### config.mk
export PLATFORM = sky130hd
export DESIGN_NAME = skt_ctrl
export DESIGN_NICKNAME = d
export VERILOG_FILES = /design/src/skt_pkg.sv /design/src/skt_ctrl.sv
export SDC_FILE = /design/constraint.sdc
export NUM_CORES = 1
export LEC_CHECK = 0
export BUFFER_PORTS_ARGS = -buffer_cell sky130_fd_sc_hd__buf_2
export CAP_MARGIN = 5
export CORE_ASPECT_RATIO = 1.1
export CORE_MARGIN = 4
export CORE_UTILIZATION = 25
export CTS_CLUSTER_SIZE = 28
export DETAILED_ROUTE_END_ITERATION = 6
export GPL_TIMING_DRIVEN = 0
export PLACE_DENSITY = 0.55
export SYNTH_ARGS = -nofsm -noshare
export SYNTH_HDL_FRONTEND = slang
export SYNTH_SLANG_ARGS = --single-unit
### constraint.sdc
create_clock -name clk_i -period 2.3 [get_ports clk_i]
set_input_delay 0.23 -clock clk_i [delete_from_list [all_inputs] [get_ports clk_i]]
set_output_delay 0.23 -clock clk_i [all_outputs]
set_load 0.03 [all_outputs]
### src/skt_pkg.sv
package skt_pkg;

  localparam int unsigned MAX_KEYS = 32;
  localparam int unsigned IDX_W    = $clog2(MAX_KEYS);
  localparam int unsigned CNT_W    = $clog2(MAX_KEYS + 1);
  localparam int unsigned WIN_W    = 16;
  localparam int unsigned PADDR_W  = 3;

  localparam logic [WIN_W-1:0] MERGE_WINDOW_RESET = 16'd3277;

  // register index, taken from paddr[2]
  localparam logic REG_MERGE_WINDOW = 1'b0;

  typedef enum logic [1:0] {
    CMD_INSERT = 2'd0,
    CMD_DELETE = 2'd1,
    CMD_NEXT   = 2'd2,
    CMD_PREV   = 2'd3
  } skt_cmd_e;

  typedef struct packed {
    logic        [31:0] key_time;
    logic signed [31:0] eye_x;
    logic signed [31:0] eye_y;
    logic signed [31:0] eye_z;
    logic signed [31:0] look_x;
    logic signed [31:0] look_y;
    logic signed [31:0] look_z;
  } skt_entry_t;

  localparam int unsigned ENTRY_W = $bits(skt_entry_t);

  typedef enum logic [3:0] {
    OP_NOP,
    OP_LATCH,
    OP_SET_FULL,
    OP_SCAN_START,
    OP_SCAN_STEP,
    OP_MERGE,
    OP_SHIFT_START,
    OP_SHIFT_STEP,
    OP_PLACE,
    OP_DEL_START,
    OP_DEL_STEP,
    OP_DEL_FINISH,
    OP_STEP_NEXT,
    OP_STEP_PREV,
    OP_READ_SEL,
    OP_LOAD_OUT
  } skt_op_e;

  typedef struct packed {
    skt_cmd_e cmd;
    logic     cnt_zero;
    logic     is_full;
    logic     sel_valid;
    logic     scan_hit;
    logic     scan_last;
    logic     merge_ok;
    logic     shift_last;
    logic     del_tail;
    logic     del_last;
    logic     out_free;
  } skt_status_t;

endpackage

### src/skt_ctrl.sv
module skt_ctrl (
  input  logic                clk_i,
  input  logic                rst_ni,
  input  logic                in_valid_i,
  output logic                in_stall_o,
  input  skt_pkg::skt_status_t status_i,
  output skt_pkg::skt_op_e    op_o
);

  typedef enum logic [3:0] {
    ST_IDLE,
    ST_DISPATCH,
    ST_SCAN,
    ST_SHIFT,
    ST_PLACE,
    ST_DEL,
    ST_DEL_FIN,
    ST_READ,
    ST_OUT
  } state_e;

  state_e state_q, state_d;

  always_comb begin
    state_d = state_q;
    op_o    = skt_pkg::OP_NOP;
    unique case (state_q)
      ST_IDLE: begin
        if (in_valid_i) begin
          op_o    = skt_pkg::OP_LATCH;
          state_d = ST_DISPATCH;
        end
      end
      ST_DISPATCH: begin
        unique case (status_i.cmd)
          skt_pkg::CMD_INSERT: begin
            if (status_i.is_full) begin
              op_o    = skt_pkg::OP_SET_FULL;
              state_d = ST_READ;
            end else begin
              op_o    = skt_pkg::OP_SCAN_START;
              state_d = status_i.cnt_zero ? ST_PLACE : ST_SCAN;
            end
          end
          skt_pkg::CMD_DELETE: begin
            if (status_i.cnt_zero || !status_i.sel_valid) begin
              state_d = ST_READ;
            end else begin
              op_o    = skt_pkg::OP_DEL_START;
              state_d = status_i.del_tail ? ST_DEL_FIN : ST_DEL;
            end
          end
          skt_pkg::CMD_NEXT: begin
            op_o    = skt_pkg::OP_STEP_NEXT;
            state_d = ST_READ;
          end
          skt_pkg::CMD_PREV: begin
            op_o    = skt_pkg::OP_STEP_PREV;
            state_d = ST_READ;
          end
          default: state_d = ST_READ;
        endcase
      end
      ST_SCAN: begin
        if (status_i.scan_hit && status_i.merge_ok) begin
          op_o    = skt_pkg::OP_MERGE;
          state_d = ST_READ;
        end else if (status_i.scan_hit || status_i.scan_last) begin
          op_o    = skt_pkg::OP_SHIFT_START;
          state_d = status_i.scan_hit ? ST_SHIFT : ST_PLACE;
        end else begin
          op_o = skt_pkg::OP_SCAN_STEP;
        end
      end
      ST_SHIFT: begin
        op_o = skt_pkg::OP_SHIFT_STEP;
        if (status_i.shift_last) begin
          state_d = ST_PLACE;
        end
      end
      ST_PLACE: begin
        op_o    = skt_pkg::OP_PLACE;
        state_d = ST_READ;
      end
      ST_DEL: begin
        op_o = skt_pkg::OP_DEL_STEP;
        if (status_i.del_last) begin
          state_d = ST_DEL_FIN;
        end
      end
      ST_DEL_FIN: begin
        op_o    = skt_pkg::OP_DEL_FINISH;
        state_d = ST_READ;
      end
      ST_READ: begin
        op_o    = skt_pkg::OP_READ_SEL;
        state_d = ST_OUT;
      end
      ST_OUT: begin
        if (status_i.out_free) begin
          op_o    = skt_pkg::OP_LOAD_OUT;
          state_d = ST_IDLE;
        end
      end
      default: state_d = ST_IDLE;
    endcase
  end

  always_ff @(posedge clk_i or negedge rst_ni) begin
    if (!rst_ni) begin
      state_q <= ST_IDLE;
    end else begin
      state_q <= state_d;
    end
  end

  assign in_stall_o = (state_q != ST_IDLE);

endmodule

==> summary.md <==
| Metric | Value |
|---|---|
| FF+latch count, synth | `4` |
| Pwr dens | `about 1400 nW/um2` |
| Biggest register | `state_q` |
| DR vias | `650` |
| Clk slew on worst S/H paths | `0.03 ns` |
| Total CTS buffers | `3` |
| Pins Over Slew Limit | `0` |
| Commonest non-fill, non-tap cells in the layout | `buf_2, a21oi_1, nor2_1, o21ai_0` |
| Die area | `just over 3000 um2` |
| Power, Total | `1.04 mW` |
| Number of diodes | `0` |
| Wire length per cell | `~13 um` |
| Routability cong. | `0.847` |
| IR drop worst, VDD | `0.000516 V` |
| Leakage | `0.321 nW` |
| Mapped Area | `566 um2` |
| Nets | `between 100 and 150` |
| Layout cell share with drive strength beyond 1 | `between 30% and 40%` |
| Hold Vio Cnt, Final | `0` |
| Cts repair resizes | `0` |
| Largest net degree at the start of global routing | `11` |
| Worst slew pin tran | `0.413 ns` |
| Unrepaired setup endpoints after global routing | `no` |
| Initial Util | `a little over a quarter` |
| Largest registers | `state_q x4` |
| H-tree levels | `1` |
| P_sw | `0.566 mW` |
| Total GRT Usage | `12.4%` |
| Final setup fails | `0` |
| Drt total wl | `approximately 1700 um` |
| Synth warnings | `0` |
| MaxCap Viol Count | `0` |
| Rows | `17` |
| Clk root buf | `clkbuf_4` |
| Slew margin rel. | `72.5%` |
| Crit path kind | `reg2out` |
| Core Util, Final | `34.9%` |
| Fin crit share | `86.0%` |
| Area of the multi-input gates | `433 um2` |
| Max frequency | `505 MHz` |
| Switching share of total power | `between 50% and 60%` |
| DP Cell Count | `121` |
| Initial antenna violation count | `0` |
| Logic gate share of total power | `around 74%` |
| Synthesized area per cell | `7.64 um2` |
| Worst setup SP type | `flop` |
| Status | `complete, no violations` |
| DR vias/cell | `5.20` |
| Tmin final | `1.98 ns` |
| # port buffers | `19` |
| CP Data Arrival Time | `1.75 ns` |
| Slowest CP cell | `dfrtp_1` |
| Critical Path Fanout Max | `10` |
| Fillers | `249` |
| Cells after Synth | `74` |
| Clk buf depth | `2` |
| Clk_skew | `around 0.015 ns` |
| Req. time, crit path | `2.07 ns` |
| Area delta synth->final | `28.8%` |
| Total gr overflow | `0` |
| Fin cells | `125` |
| Yosys cell types | `36` |
| Worst hold path type | `in2reg` |
| Clock sinks | `4` |
| Int Pwr | `0.479 mW` |
| Post-Route Setup TNS | `0 ns` |
| Core ar. | `approximately 2100 um2` |
| Sequential element share of the synthesized area | `17.7%` |
| Seq pwr share | `16.2%` |
| Die height | `57.9 um` |
| Clk network pwr share | `about a tenth` |
| Ports | `20` |
| CP max stage delay | `about 0.40 ns` |
| Die X | `between 50 and 60 um` |
| Drt initial violations | `14` |
| Element type at the critical path end | `primary output` |
| 1st-pass router iterations | `4` |
| Max FFs per register | `4` |
| CTS tree | `done` |
| Synthesized net count | `89` |
| Vias in the first global route | `around 630` |
| Hold slack final | `0.174 ns` |
| Register area | `100 um2` |
| Commonest non-fill, non-tap cell in the layout | `buf_2` |
| First-pass GRT wire length | `2820 um` |
| Hpwl dp | `approximately 1300 um` |
| Latest clock arrival within the worst-skew pair | `~0.26 ns` |
| # DRC | `0` |
| DRT antenna net count | `0` |
| Crit-path cells | `clkbuf_1, nor2b_1, nand3_1, o311ai_1, buf_2` |
==> cell usage after synthesis <==
master    count  area [um2]
nor3_1        2        10.0
buf_2         2        10.0
o21bai_1      2        15.0
nand4_1       1        6.26
mux2i_1       1        10.0
and2b_2       1        8.76
a211o_1       1        8.76
nand3b_1      2        15.0
o311ai_1      1        8.76
nor4b_2       1        15.0
nand2_1       4        15.0
o31ai_1       2        15.0
buf_6         1        11.3
a211oi_1      2        15.0
a21oi_1       6        30.0
and3_1        3        18.8
o21ai_0       5        25.0
a221oi_1      1        8.76
o21bai_2      1        11.3
dfrtp_1       4         100
a31oi_1       1        6.26
or3_1         2        12.5
nand3_1       2        10.0
nor3b_2       1        12.5
nor4bb_1      2        20.0
inv_1         2        7.51
o21a_1        3        22.5
nor2b_1       4        25.0
o32ai_1       1        8.76
or3b_2        1        8.76
nor2_1        5        18.8
nand2b_1      2        12.5
a21o_1        2        15.0
or3b_4        1        11.3
o31ai_2       1        12.5
clkbuf_1      1        3.75
==> cell type report <==
cell class	count	area share (%)
Buffer	4	3.44
Clock buffer	3	3.09
Inverter	2	1.03
Multi-Input combinational cell	64	59.5
Sequential cell	4	13.7
Tap cell	28	4.81
Timing Repair Buffer	20	14.4
==> per-stage QoR <==
step / instance area, um2 / setup WS, ns
2_1_floorplan: 566 / 0.421
3_3_place_gp: 696 / 0.619
3_5_place_dp: 696 / 0.586
4_1_cts: 728 / 0.322
5_1_grt: 728 / 0.166
6_report: 728 / 0.321
==> final timing paths <==
| path | from | to | slack, ns | cells past startpoint |
|---|---|---|---|---|
| setup / recovery | state_q[3]$_DFFE_PN0P_ | op_o[1] | 0.32 | 5 |
| hold / removal | status_i[1] | state_q[2]$_DFFE_PN0P_ | 0.17 | 2 |
| setup reg to reg | state_q[2]$_DFFE_PN0P_ | state_q[2]$_DFFE_PN0P_ | 0.73 | 4 |
| hold reg to reg | state_q[3]$_DFFE_PN0P_ | state_q[3]$_DFFE_PN0P_ | 0.67 | 2 |
| max in group asynchronous | rst_ni | state_q[2]$_DFFE_PN0P_ | 1.86 | 2 |
| min in group asynchronous | rst_ni | state_q[0]$_DFFE_PN0P_ | 0.30 | 2 |
==> layer usage <==
metal / part of all wire [%] / wire, um / global-route usage [%] / vias up
met2: 43 / 731 / 18.4 / 24
met4: 3.2 / 54 / 8.76 / 0
met3: 7.0 / 118 / 2.06 / 6
li1: - / - / - / 332
met1: 46 / 778 / 15.8 / 288
met5: 0 / 0 / 0 / -
==> logic make-up after synthesis <==
group	Yosys count	share of synthesized area (%)
compound gates	29	35.8
buf+inv	6	5.75
flops	4	17.7
mux	1	1.77
simple gates	34	38.9
==> critical path: cells and delay by family (launching register included) <==
family / cells / cell delay, ns
compound gates: 1 / 0.11
buf+inv: 2 / 0.60
simple gates: 2 / 0.38
flops: 1 / 0.40
==> power by group through the flow <==
stage                     Combinational, mW  Sequential (mW)  Clock, mW
after detailed placement              0.773            0.168          0
after global routing                  0.852            0.178      0.109
after CTS                             0.777            0.168     0.0976
final                                 0.778            0.169     0.0979
after floorplan                       0.603            0.147          0
after global placement                0.772            0.168          0
==> what timing repair did <==
item / 4_1_cts / 5_1_grt
hold buffers: 1 / 0
endpoints found under the setup margin: 0 / 0
buffers inserted: 0 / 0
hold endpoints to repair: 4 / 0
Note: power is estimated with default switching activity, not from simulation.
